===== src/hw/rtl/blm_pkg.sv =====
// shared types and constants of the bar level meter
// no dependencies
package blm_pkg;

  localparam int CH_W    = 6;
  localparam int LVL_W   = 8;
  localparam int HGT_W   = 8;
  localparam int PROD_W  = 16;
  localparam int CFG_IDX_W = 2;
  localparam int CFG_DAT_W = 8;

  // configuration register indexes
  localparam logic [CFG_IDX_W-1:0] REG_FULL_SCALE   = 2'd0;
  localparam logic [CFG_IDX_W-1:0] REG_HOLD_UPDATES = 2'd1;

  localparam logic [CFG_DAT_W-1:0] FULL_SCALE_RST   = 8'd180;
  localparam logic [CFG_DAT_W-1:0] HOLD_UPDATES_RST = 8'd20;

  typedef struct packed {
    logic [CH_W-1:0]  channel;
    logic [LVL_W-1:0] level;
  } blm_in_t;

  typedef struct packed {
    logic [CH_W-1:0]  channel_out;
    logic [HGT_W-1:0] height;
    logic [HGT_W-1:0] peak_level;
  } blm_out_t;

  // one channel's stored state
  typedef struct packed {
    logic [HGT_W-1:0] bar;
    logic [HGT_W-1:0] peak;
    logic [HGT_W-1:0] hold;
  } blm_entry_t;

endpackage


===== src/hw/rtl/blm_ram.sv =====
// generic single-write, single-read ram with registered read data
// no dependencies
module blm_ram #(
  parameter int WIDTH = 24,
  parameter int DEPTH = 32,
  localparam int AW = (DEPTH > 1) ? $clog2(DEPTH) : 1
) (
  input  logic                  clk,
  input  logic                  we,
  input  logic [AW-1:0]         waddr,
  input  logic [WIDTH-1:0]      wdata,
  input  logic                  re,
  input  logic [AW-1:0]         raddr,
  output logic [WIDTH-1:0]      rdata
);

  logic [WIDTH-1:0] mem_r [DEPTH];
  logic [WIDTH-1:0] rdata_r;

  always_ff @(posedge clk) begin
    if (we) begin
      mem_r[waddr] <= wdata;
    end
    if (re) begin
      rdata_r <= mem_r[raddr];
    end
  end

  assign rdata = rdata_r;

endmodule


===== src/hw/rtl/blm_update.sv =====
// per-channel update: scale to target, attack/decay smoothing, peak hold
// depends on blm_pkg
module blm_update (
  input  logic [blm_pkg::PROD_W-1:0]    prod,
  input  logic [blm_pkg::CFG_DAT_W-1:0] hold_updates,
  input  blm_pkg::blm_entry_t           cur,
  output blm_pkg::blm_entry_t           upd
);

  logic [blm_pkg::PROD_W-1:0] tsum;
  logic [blm_pkg::HGT_W-1:0]  target;
  logic [blm_pkg::HGT_W-1:0]  gap;
  logic [blm_pkg::HGT_W:0]    step;
  logic [blm_pkg::HGT_W-1:0]  bar_n;

  // exact floor(prod / 255) for a product of two 8 bit values
  assign tsum   = prod + {8'd0, prod[15:8]} + 16'd1;
  assign target = tsum[15:8];

  always_comb begin
    if (target > cur.bar) begin
      gap   = target - cur.bar;
      step  = ({1'b0, gap} + 9'd1) >> 1;
      bar_n = cur.bar + step[blm_pkg::HGT_W-1:0];
    end else begin
      gap   = cur.bar - target;
      step  = ({1'b0, gap} + 9'd3) >> 2;
      bar_n = cur.bar - step[blm_pkg::HGT_W-1:0];
    end
  end

  always_comb begin
    upd.bar  = bar_n;
    upd.peak = cur.peak;
    upd.hold = cur.hold;
    if (bar_n > cur.peak) begin
      upd.peak = bar_n;
      upd.hold = hold_updates;
    end else if (cur.hold != '0) begin
      upd.hold = cur.hold - 8'd1;
    end else if (cur.peak != '0) begin
      upd.peak = cur.peak - 8'd1;
    end
  end

endmodule


===== src/hw/rtl/bar_level_meter_peak_hold.sv =====
// top level of the multi-channel bar level meter with peak hold
// depends on blm_pkg, blm_ram, blm_update
//
// Takes one transaction per cycle while in_stall is low and gives one result per
// transaction, in order, through the update stage and output register. Each
// transaction names a channel and a raw level; the level is scaled by full_scale / 255,
// the channel's bar height moves toward it (up by half the gap, down by a quarter), and
// the peak is held for hold_updates updates before decaying by one per update. Channel
// state (bar, peak, hold count) lives in one memory of CHANNELS entries with a
// registered read; the rate of one update per cycle is set by the single
// read-modify-write of that memory, with the write of the previous transaction forwarded
// when the next one hits the same channel. Per-entry valid bits make every channel read
// as zero after reset, so no clearing pass is needed. A channel at or above CHANNELS
// leaves state alone and reports zero height and peak. Configuration is taken at any
// cycle (cfg_ready is always high) and should only be written while the meter is idle.
module bar_level_meter_peak_hold #(
  parameter int CHANNELS = 32
) (
  input  logic                          clk,
  input  logic                          rst_n,
  input  logic                          in_valid,
  output logic                          in_stall,
  input  blm_pkg::blm_in_t              in_data,
  output logic                          out_valid,
  input  logic                          out_stall,
  output blm_pkg::blm_out_t             out_data,
  input  logic                          cfg_valid,
  output logic                          cfg_ready,
  input  logic [blm_pkg::CFG_IDX_W-1:0] cfg_index,
  input  logic [blm_pkg::CFG_DAT_W-1:0] cfg_wdata
);

  localparam int AW = (CHANNELS > 1) ? $clog2(CHANNELS) : 1;
  localparam logic [blm_pkg::CH_W:0] CHAN_LIM = (blm_pkg::CH_W + 1)'(CHANNELS);
  localparam int EW = $bits(blm_pkg::blm_entry_t);

  // configuration registers
  logic [blm_pkg::CFG_DAT_W-1:0] full_scale_r;
  logic [blm_pkg::CFG_DAT_W-1:0] hold_updates_r;

  // update stage (memory read data arrives here)
  logic                        s1_vld_r;
  logic [blm_pkg::CH_W-1:0]    s1_ch_r;
  logic                        s1_inr_r;
  logic [blm_pkg::PROD_W-1:0]  s1_prod_r;
  logic                        fwd_hit_r;
  blm_pkg::blm_entry_t         fwd_data_r;

  // per-entry valid bits, an entry never written reads as zero
  logic [CHANNELS-1:0]         valid_r;

  // output register
  logic                        out_vld_r;
  blm_pkg::blm_out_t           out_data_r;
  blm_pkg::blm_out_t           out_data_nxt;

  logic                        in_acc;
  logic                        s1_adv;
  logic                        in_inr;
  logic [blm_pkg::PROD_W-1:0]  prod_nxt;
  logic [AW-1:0]               rd_addr;
  logic [AW-1:0]               s1_addr;
  logic                        wr_en;
  logic [EW-1:0]               ram_rdata;
  blm_pkg::blm_entry_t         cur_entry;
  blm_pkg::blm_entry_t         upd_entry;

  // handshakes: the update stage moves on whenever the output register can take it
  assign s1_adv    = !out_vld_r || !out_stall;
  assign in_stall  = s1_vld_r && !s1_adv;
  assign in_acc    = in_valid && !in_stall;
  assign cfg_ready = 1'b1;

  assign in_inr   = {1'b0, in_data.channel} < CHAN_LIM;
  assign rd_addr  = in_data.channel[AW-1:0];
  assign s1_addr  = s1_ch_r[AW-1:0];
  assign prod_nxt = {8'd0, in_data.level} * {8'd0, full_scale_r};
  assign wr_en    = s1_vld_r && s1_adv && s1_inr_r;

  always_ff @(posedge clk) begin
    if (!rst_n) begin
      full_scale_r   <= blm_pkg::FULL_SCALE_RST;
      hold_updates_r <= blm_pkg::HOLD_UPDATES_RST;
    end else if (cfg_valid && cfg_ready) begin
      case (cfg_index)
        blm_pkg::REG_FULL_SCALE:   full_scale_r   <= cfg_wdata;
        blm_pkg::REG_HOLD_UPDATES: hold_updates_r <= cfg_wdata;
        default: ;
      endcase
    end
  end

  blm_ram #(
    .WIDTH (EW),
    .DEPTH (CHANNELS)
  ) u_state_ram (
    .clk   (clk),
    .we    (wr_en),
    .waddr (s1_addr),
    .wdata (upd_entry),
    .re    (in_acc),
    .raddr (rd_addr),
    .rdata (ram_rdata)
  );

  // stage 1 capture; the forward flag is taken with the read, since a stall holds both
  always_ff @(posedge clk) begin
    if (!rst_n) begin
      s1_vld_r <= 1'b0;
    end else if (in_acc) begin
      s1_vld_r <= 1'b1;
    end else if (s1_adv) begin
      s1_vld_r <= 1'b0;
    end
  end

  always_ff @(posedge clk) begin
    if (in_acc) begin
      s1_ch_r    <= in_data.channel;
      s1_inr_r   <= in_inr;
      s1_prod_r  <= prod_nxt;
      // same channel written on the edge of this read: memory returns the old value
      fwd_hit_r  <= wr_en && (s1_ch_r == in_data.channel);
      fwd_data_r <= upd_entry;
    end
  end

  always_ff @(posedge clk) begin
    if (!rst_n) begin
      valid_r <= '0;
    end else if (wr_en) begin
      valid_r[s1_addr] <= 1'b1;
    end
  end

  // pick the freshest copy of the entry
  always_comb begin
    if (fwd_hit_r) begin
      cur_entry = fwd_data_r;
    end else if (valid_r[s1_addr]) begin
      cur_entry = ram_rdata;
    end else begin
      cur_entry = '0;
    end
  end

  blm_update u_update (
    .prod         (s1_prod_r),
    .hold_updates (hold_updates_r),
    .cur          (cur_entry),
    .upd          (upd_entry)
  );

  always_comb begin
    out_data_nxt.channel_out = s1_ch_r;
    if (s1_inr_r) begin
      out_data_nxt.height     = upd_entry.bar;
      out_data_nxt.peak_level = upd_entry.peak;
    end else begin
      // out-of-range channel reports zeros
      out_data_nxt.height     = '0;
      out_data_nxt.peak_level = '0;
    end
  end

  always_ff @(posedge clk) begin
    if (!rst_n) begin
      out_vld_r <= 1'b0;
    end else if (s1_adv) begin
      out_vld_r <= s1_vld_r;
    end
  end

  always_ff @(posedge clk) begin
    if (s1_adv && s1_vld_r) begin
      out_data_r <= out_data_nxt;
    end
  end

  assign out_valid = out_vld_r;
  assign out_data  = out_data_r;

endmodule


===== config.mk =====
export PLATFORM = sky130hd
export DESIGN_NAME = bar_level_meter_peak_hold
export DESIGN_NICKNAME = d
export VERILOG_FILES = /design/src/hw/rtl/blm_pkg.sv /design/src/hw/rtl/blm_ram.sv /design/src/hw/rtl/blm_update.sv /design/src/hw/rtl/bar_level_meter_peak_hold.sv
export SDC_FILE = /design/constraint.sdc
export NUM_CORES = 1
export LEC_CHECK = 0
export ABC_AREA = 0
export BUFFER_PORTS_ARGS = -buffer_cell sky130_fd_sc_hd__buf_2
export CAP_MARGIN = 20
export CELL_PAD_IN_SITES_DETAIL_PLACEMENT = 1
export CELL_PAD_IN_SITES_GLOBAL_PLACEMENT = 2
export CORE_MARGIN = 10
export CORE_UTILIZATION = 49
export DETAILED_ROUTE_END_ITERATION = 10
export PLACE_DENSITY = 0.78
export SLEW_MARGIN = 10
export SYNTH_ARGS = -nofsm -noshare
export SYNTH_HDL_FRONTEND = slang
export SYNTH_SLANG_ARGS = --single-unit

===== constraint.sdc =====
create_clock -name clk -period 11.4 [get_ports clk]
set_input_delay 2.28 -clock clk [delete_from_list [all_inputs] [get_ports clk]]
set_output_delay 2.28 -clock clk [all_outputs]
set_load 0.01 [all_outputs]

==> flow_summary_export.csv, run 1 <==
group,metric,value,unit
floorplanning,rows,103,
floorplanning,die_w,302,um
synthesis,synth_seq_area_share,0.688,
synthesis,synth-xor-area-share,0.0156,
worst_setup_path,cp.required,11.72,ns
detailed_routing,vias,20938,
final_layout,finalNonFillerCells,3340,
final_layout,fin_nets,2366,
worst_setup_path,start_kind,"flop",
placement,place_congestion,0.880,
global_routing,first_global_vias,21595,
sta,setup_viol_count_final,0,
clock_tree,clkSinkCount,912,
sta,tightestPinTransition,1.13,ns
final_layout,drive_above_1_share,0.253,
placement,dp.cells,3166,
sta,drv_slew,0,
outcome,outcome,"finished clean",
clock_tree,postCtsSetupBuffers,0,
global_routing,grt_pass1_wl,156000,um
clock_tree,htreeDepth,3,
synthesis,yosys.area_share.adder,0.0448,
floorplanning,ioPinCount,54,
sta,hold_violations,0,
global_routing,grt_antenna_before_repair,2,
floorplanning,core,79000,um2
sta,period_needed,9.92,ns
synthesis,netlist_area,39100,um2
global_routing,grt.total_usage,0.238,
detailed_routing,drc,0,
hold_path,min_path_type,"reg2reg",
detailed_routing,drtPass1Iterations,5,
detailed_routing,wl_per_cell,32.2,um
clock_tree,clock_latency,0.66,ns
synthesis,ys_warn_count,0,
detailed_routing,ant_nets,0,
global_routing,grt_max_degree,82,
worst_setup_path,endpoint_kind,"flop",
final_layout,syn2layout_area_growth,13.2,%
worst_setup_path,path_class,"reg2reg",
clock_tree,clockBufferDepth,3,
synthesis,synth_fp_nets,2257,
global_routing,gr-total-overflow,0,
synthesis,synth_seq_cells,912,
sta,fmax,0.101,GHz
worst_setup_path,critical_path.top_delay_family,"simple AND/OR/NAND/NOR gates",
synthesis,synth_compound_area_frac,0.0332,
synthesis,synth_top_family_by_area,"multiplexers",
clock_tree,ctsHoldBuffers,0,
run,maxCapViolCount,0,
global_routing,grt-busiest-layer,"met2",
floorplanning,die_y,302,um
final_layout,most-common-layout-cells,"862 x edfxtp_1, 240 x mux4_2, 100 x nand2_1",
placement,port_buffers,52,
global_routing,grtUsageMet2,0.381,
global_routing,met3_usage,0.0401,
sta,skew,0.0421,ns
worst_setup_path,critical-path-max-stage-delay,1.05,ns
sta,relSlewSlack,0.249,
sta,min_period_over_period,0.870,
synthesis,synthMuxAreaShare,0.155,
worst_setup_path,worst_path_max_delay_cell,"edfxtp_1",
clock_tree,cts_resized,0,
detailed_routing,avgViaCountPerCell,6.27,
synthesis,syn_inst,2111,
synthesis,synth_edf_count,862,
sta,timing.hold.ws,0.472,ns
clock_tree,path_clk_slew,0.06,ns
sta,fin_tns_setup,0,ns
worst_setup_path,path_max_fanout,34,
synthesis,syn_avg_cell_area,18.5,um2
final_layout,fillers,6941,
placement,hpwlAfterDp,62600,um
sta,rsz0062_at_grt,"no",
detailed_routing,drt_iter0_markers,2289,
worst_setup_path,critPathBufInv,3,
worst_setup_path,arrival,10.24,ns
floorplanning,start_util,0.495,
clock_tree,cts_root_buffer,"clkbuf_16",
detailed_routing,drt-total-wl,108000,um
floorplanning,die_area,91500,um2
final_layout,final_common_cell,"edfxtp_1",
synthesis,synthSimpleGateAreaFrac,0.0429,
global_routing,gr-usage-met1,0.336,
clock_tree,cts_tree,"yes",
clock_tree,cts_buffers,92,
synthesis,synthFlopType,"edfxtp_1",
synthesis,async_reset_ff_frac,0,
synthesis,yosysUniqueCellTypes,79,
## layout make-up
cell class	instances	area, um2	share of cell area
sequential	912	26900	0.608
clock buffer	116	2520	0.0569
inverter	91	342	0.00772
antenna	1	2.50	0.0000565
clock inverter	47	509	0.0115
timing repair buffer	116	855	0.0193
tap	1050	1310	0.0297
multi-input combinational	1007	11800	0.267
## routing by layer
metal,share of wire,wire length (um)
met4,0.026,2750
met3,0.078,8350
met5,0,0
met2,0.48,51700
met1,0.42,44800
## cells in the mapped netlist (34+ instances only)
library cell / instances / area, um2
nor2_1: 74 / 278
edfxtp_1: 862 / 25900
o21a_1: 45 / 338
dfxtp_1: 50 / 1000
a21oi_1: 35 / 175
mux4_2: 240 / 5410
xnor2_1: 43 / 377
inv_1: 91 / 342
fa_1: 38 / 761
mux2i_1: 34 / 340
ha_1: 79 / 988
clkbuf_1: 67 / 251
and2_1: 45 / 282
nand2_1: 100 / 375
## final timing paths
kind	startpoint	end	slack (ns)	cells past startpoint
worst max-delay path	s1_ch_r[0]$_DFFE_PP_	u_state_ram.mem_r[20][5]$_DFFE_PP_	1.48	32
worst min-delay path	valid_r[28]$_SDFFE_PN0P_	valid_r[28]$_SDFFE_PN0P_	0.47	1
worst max register to register	s1_ch_r[0]$_DFFE_PP_	u_state_ram.mem_r[20][5]$_DFFE_PP_	1.48	32
worst min register to register	valid_r[28]$_SDFFE_PN0P_	valid_r[28]$_SDFFE_PN0P_	0.47	1
## cells by family after synthesis
family / after synthesis
xor+xnor: 68
fa+ha+maj: 117
compound gates: 190
other cells: 1
buf+inv: 192
simple gates: 329
flops: 912
mux: 302
## metrics by stage
stage	utilization	setup WS (ns)	cell area, um2
after detailed placement	0.519	1.47	41000
after global routing	0.560	0.740	44200
after floorplan	-	1.87	39100
after CTS	0.558	1.42	44000
after global placement	0.519	1.96	41000
final	0.560	1.48	44300
## registers in the layout, summed over array words and instances (netlist names), 6 cells and up
name / flops
u_state_ram.mem_r: 768
valid_r: 32
fwd_data_r: 24
u_state_ram.rdata: 24
out_data: 22
s1_prod_r: 16
full_scale_r: 8
hold_updates_r: 8
s1_ch_r: 6
Power of run 1 is not shown: default switching activity piles up to over one toggle a cycle in this logic, so the estimate is an artifact.
==> run 2, diff against run 1 <==
CORE_UTILIZATION = 50   (was 49)
PLACE_DENSITY = 0.8   (was 0.78)
clock period = 12.1 ns   (was 11.4 ns; I/O delays follow)
==> run 2 against run 1 <==
Compared with the run above: register-to-register slack improved by 0.39 ns; critical path depth rose by 2; fmax fell by 3.0%; cell count fell by 0.39%; critical path type unchanged; clock-buffer cell count fell by 4; die area fell by 1.9%; worst hold slack improved by 0.013 ns; final area fell by 0.41%; via count fell by 0.58%; clock skew fell by 0.013 ns; first-iteration DRC count fell by 5.7%.
==> flow_summary_export.csv, run 2 (same netlist as run 1, synthesis figures left out) <==
group,metric,value,unit
hold_path,min_path_type,"reg2reg",
detailed_routing,drt-total-wl,107000,um
clock_tree,clock_latency,0.65,ns
worst_setup_path,endpoint_kind,"flop",
final_layout,fillers,6823,
sta,setup_viol_count_final,0,
clock_tree,path_clk_slew,0.06,ns
clock_tree,cts_tree,"yes",
global_routing,grt.total_usage,0.239,
floorplanning,ioPinCount,54,
final_layout,top_regs,"u_state_ram.mem_r (768), valid_r (32)",
clock_tree,postCtsSetupBuffers,0,
placement,port_buffers,52,
clock_tree,cts_root_buffer,"clkbuf_16",
clock_tree,clkSinkCount,912,
floorplanning,rows,102,
detailed_routing,wl_per_cell,32.1,um
sta,period_needed,10.23,ns
detailed_routing,drt_iter0_markers,2158,
worst_setup_path,start_kind,"flop",
clock_tree,ctsHoldBuffers,0,
clock_tree,htreeDepth,3,
global_routing,gr-total-overflow,0,
detailed_routing,vias,20817,
worst_setup_path,path_class,"reg2reg",
sta,fin_tns_setup,0,ns
final_layout,syn2layout_area_growth,12.8,%
global_routing,grt_pass1_wl,156000,um
final_layout,most-common-layout-cells,"862 x edfxtp_1, 240 x mux4_2, 100 x nand2_1",
worst_setup_path,cpMostUsedCell,"ha_1",
final_layout,regMostFlops,"u_state_ram.mem_r",
detailed_routing,drtPass1Iterations,5,
sta,min_period_over_period,0.846,
sta,fmax,0.0977,GHz
hold_path,worst_hold_startpoint,"valid_r[10]$_SDFFE_PN0P_",
worst_setup_path,path_max_fanout,34,
run,maxCapViolCount,0,
sta,drv_slew,0,
global_routing,grt_max_degree,102,
floorplanning,die_area,89700,um2
final_layout,final_common_cell,"edfxtp_1",
global_routing,grt_antenna_before_repair,2,
final_layout,n_antenna_cell,0,
floorplanning,die_w,300,um
hold_path,whs_path_depth,1,
final_layout,drive_above_1_share,0.254,
detailed_routing,ant_nets,0,
clock_tree,cts_buffers,92,
floorplanning,core,77500,um2
floorplanning,die_y,300,um
sta,tightestPinTransition,1.16,ns
sta,hold_violations,0,
sta,skew,0.0293,ns
worst_setup_path,reg2reg_depth,34,
worst_setup_path,reg2reg_from,"s1_ch_r[0]$_DFFE_PP_",
final_layout,largest_reg_flops,768,
final_layout,fin_nets,2361,
worst_setup_path,reg2reg_slack,1.87,ns
clock_tree,cts_resized,0,
clock_tree,clockBufferDepth,3,
worst_setup_path,r2r-end,"u_state_ram.mem_r[0][14]$_DFFE_PP_",
hold_path,worstHoldEndpoint,"valid_r[10]$_SDFFE_PN0P_",
detailed_routing,avgViaCountPerCell,6.26,
detailed_routing,drc,0,
worst_setup_path,arrival,10.71,ns
global_routing,first_global_vias,21974,
worst_setup_path,critical-path-max-stage-delay,1.02,ns
placement,hpwlAfterDp,62300,um
placement,place_congestion,0.869,
sta,rsz0062_at_grt,"no",
worst_setup_path,cp.required,12.58,ns
outcome,outcome,"finished clean",
sta,relSlewSlack,0.227,
worst_setup_path,worst_path_max_delay_cell,"edfxtp_1",
floorplanning,start_util,0.504,
[run 2: layout make-up]
| type | instances | area, um2 | share of cell area |
|---|---|---|---|
| tap | 1040 | 1300 | 0.0295 |
| multi-input combinational | 1007 | 11800 | 0.269 |
| sequential | 912 | 26900 | 0.610 |
| clock buffer | 112 | 2430 | 0.0551 |
| inverter | 91 | 342 | 0.00775 |
| timing repair buffer | 111 | 810 | 0.0184 |
| clock inverter | 54 | 457 | 0.0104 |
[run 2: critical path, delay by kind of cell (launching register included)]
kind / cells / cell delay [ns]
xor gates and xnor gates: 2 / 0.48
adders and majority gates: 4 / 1.34
muxes: 2 / 0.42
DFF: 1 / 1.02
AOI/OAI and AO/OA: 12 / 3.16
buffers and inverters: 4 / 1.00
and+or+nand+nor: 10 / 2.62
[run 2: worst max path at each step]
stage | from | endpoint | depth (start not counted)
finish | s1_ch_r[0]$_DFFE_PP_ | u_state_ram.mem_r[0][14]$_DFFE_PP_ | 34
global route | s1_ch_r[0]$_DFFE_PP_ | u_state_ram.mem_r[19][14]$_DFFE_PP_ | 34
CTS | s1_ch_r[0]$_DFFE_PP_ | u_state_ram.mem_r[7][11]$_DFFE_PP_ | 32
detailed placement | s1_ch_r[0]$_DFFE_PP_ | out_data[3]$_SDFFCE_PN0P_ | 33
global placement | s1_ch_r[0]$_DFFE_PP_ | out_data[3]$_SDFFCE_PN0P_ | 33
floorplan | s1_ch_r[4]$_DFFE_PP_ | fwd_data_r[15]$_DFFE_PP_ | 34
[run 2: routing by layer]
layer  routed length, um  vias up  part of all wire  GRT usage
met5                   0        -                 0          0
met4                3400        0             0.032     0.0764
met3                7590      188             0.071     0.0345
met2               51800      935              0.49      0.388
met1               43900    11123              0.41      0.333
li1                    -     8571                 -          -
[run 2: per-stage QoR]
stage	setup WS, ns	std cells	area (um2)	hold slack (ns)	util
2_1_floorplan	2.57	2111	39100	0.424	-
3_5_place_dp	1.55	3154	41000	0.463	0.529
3_3_place_gp	2.15	3153	41000	0.458	0.529
4_1_cts	1.47	3320	43900	0.480	0.567
6_report	1.87	3327	44100	0.484	0.569
5_1_grt	1.23	3327	44100	0.491	0.569
Power of run 2 is left out for the same reason.
==> run 3, diff against run 2 <==
CORE_UTILIZATION = 44   (was 50)
PLACE_DENSITY = 0.74   (was 0.8)
clock period = 8.66 ns   (was 12.1 ns; I/O delays follow)
==> run 3 against run 2 <==
Compared with the run above: register-to-register slack worse by 1.4 ns; sequential share of layout area fell by 1.0 points; clock skew increased by 0.0030 ns; clock-buffer cell count is 5 higher; critical path depth fell by 1; worst hold slack got worse by 0.020 ns; global-route usage down 2.5 points; core utilization decreased by 6.1 points; first-iteration DRC count increased by 25%; largest cell class unchanged.
==> flow_summary_export.csv, run 3 (same netlist as run 1, synthesis figures left out) <==
group,metric,value,unit
final_layout,fillers,7969,
clock_tree,clkSinkCount,912,
global_routing,grt_antenna_before_repair,3,
detailed_routing,drt_iter0_markers,2701,
sta,min_period_over_period,0.941,
sta,drv_slew,0,
sta,setup_viol_count_final,0,
clock_tree,clock_latency,0.66,ns
final_layout,most-common-layout-cells,"862 x edfxtp_1, 240 x mux4_2, 98 x nand2_1",
detailed_routing,avgViaCountPerCell,5.98,
worst_setup_path,critPathBufInv,3,
worst_setup_path,crit_start,"s1_ch_r[4]$_DFFE_PP_",
placement,dp.cells,3305,
final_layout,fin_nets,2395,
global_routing,first_global_vias,22004,
detailed_routing,drtPass1Iterations,5,
sta,skew,0.0322,ns
worst_setup_path,critical_path.top_delay_family,"simple AND/OR/NAND/NOR gates",
sta,tightestPinTransition,1.06,ns
clock_tree,cts_root_buffer,"clkbuf_16",
sta,timing.hold.ws,0.464,ns
worst_setup_path,reg2reg_from,"s1_ch_r[4]$_DFFE_PP_",
detailed_routing,drt-total-wl,110000,um
final_layout,syn2layout_area_growth,14.7,%
worst_setup_path,endpoint_kind,"flop",
clock_tree,ctsHoldBuffers,0,
final_layout,final_common_cell,"edfxtp_1",
global_routing,grt.total_usage,0.214,
final_layout,largest_reg_flops,768,
detailed_routing,drc,0,
clock_tree,path_clk_slew,0.06,ns
placement,port_buffers,52,
floorplanning,die_w,318,um
clock_tree,htreeDepth,3,
worst_setup_path,path_max_fanout,20,
detailed_routing,vias,20878,
final_layout,finalNonFillerCells,3492,
floorplanning,ioPinCount,54,
worst_setup_path,cp-endpoint,"u_state_ram.mem_r[20][7]$_DFFE_PP_",
sta,fmax,0.123,GHz
run,maxCapViolCount,0,
worst_setup_path,cp_num_cells,33,
worst_setup_path,cp.required,9.16,ns
final_layout,drive_above_1_share,0.268,
floorplanning,core,88200,um2
sta,relSlewSlack,0.288,
worst_setup_path,r2r-end,"u_state_ram.mem_r[20][7]$_DFFE_PP_",
clock_tree,cts_buffers,94,
final_layout,top_regs,"u_state_ram.mem_r (768), valid_r (32)",
clock_tree,cts_tree,"yes",
worst_setup_path,critical-path-max-stage-delay,0.54,ns
worst_setup_path,path_class,"reg2reg",
floorplanning,rows,109,
outcome,outcome,"finished clean",
floorplanning,start_util,0.443,
clock_tree,clockBufferDepth,3,
final_layout,utilization,0.508,
placement,hpwlAfterDp,63100,um
sta,hold_violations,0,
hold_path,min_path_type,"reg2reg",
worst_setup_path,worst_path_max_delay_cell,"edfxtp_1",
global_routing,grt_pass1_wl,158000,um
detailed_routing,ant_nets,0,
detailed_routing,wl_per_cell,31.5,um
floorplanning,die_y,318,um
worst_setup_path,start_kind,"flop",
final_layout,n_antenna_cell,0,
sta,period_needed,8.15,ns
global_routing,grt_max_degree,91,
global_routing,gr-total-overflow,0,
sta,rsz0062_at_grt,"no",
worst_setup_path,reg2reg_depth,33,
worst_setup_path,reg2reg_slack,0.51,ns
floorplanning,die_area,101000,um2
worst_setup_path,arrival,8.65,ns
placement,place_congestion,0.862,
final_layout,regMostFlops,"u_state_ram.mem_r",
worst_setup_path,cpMostUsedCell,"ha_1",
run 3: stage by stage:
stage                     cell area (um2)  worst slack, ns  TNS [ns]
after detailed placement            41400            0.199         0
after global placement              41400            0.298         0
after global routing                44800           0.0433         0
final                               44800            0.511         0
after CTS                           44500            0.102         0
after floorplan                     39100           -0.151     -9.46
run 3: cell type report:
class | count | area [um2] | share of cell area
clock buffer | 117 | 2500 | 0.0558
clock inverter | 57 | 636 | 0.0142
inverter | 91 | 342 | 0.00762
multi-input combinational | 1009 | 11900 | 0.265
sequential | 912 | 26900 | 0.600
tap | 1165 | 1460 | 0.0325
timing repair buffer | 141 | 1110 | 0.0248
run 3: worst reg2reg max path: cells and delay by family, from the launching register on:
family,cells,cell delay [ns]
simple gates,13,2.79
xor+xnor,3,0.65
compound gates,9,1.92
flops,1,0.54
mux,1,0.29
buf+inv,3,0.61
fa+ha+maj,4,1.17
run 3: how the worst min path moves through the flow:
stage                     cells after the start                     start  slack [ns]                       end
after floorplan                               0      s1_ch_r[1]$_DFFE_PP_        0.42    out_data[17]$_DFFE_PP_
after global placement                        1   valid_r[9]$_SDFFE_PN0P_        0.46   valid_r[9]$_SDFFE_PN0P_
after detailed placement                      1   valid_r[7]$_SDFFE_PN0P_        0.46   valid_r[7]$_SDFFE_PN0P_
after CTS                                     1   valid_r[7]$_SDFFE_PN0P_        0.47   valid_r[7]$_SDFFE_PN0P_
after global routing                          1  valid_r[11]$_SDFFE_PN0P_        0.49  valid_r[11]$_SDFFE_PN0P_
final                                         1   valid_r[7]$_SDFFE_PN0P_        0.46   valid_r[7]$_SDFFE_PN0P_
run 3: per-layer routing:
layer | share of wire | global-route usage | up-vias
li1 | - | - | 8649
met1 | 0.42 | 0.297 | 11194
met2 | 0.48 | 0.340 | 858
met3 | 0.072 | 0.0358 | 177
met4 | 0.031 | 0.0721 | 0
met5 | 0 | 0 | -
run 3: repair_timing:
| item | 4_1_cts | 5_1_grt |
|---|---|---|
| resized for setup | 0 | 11 |
| buffers inserted | 0 | 5 |
| setup endpoints to repair | 0 | 414 |
Power of run 3 is left out for the same reason.
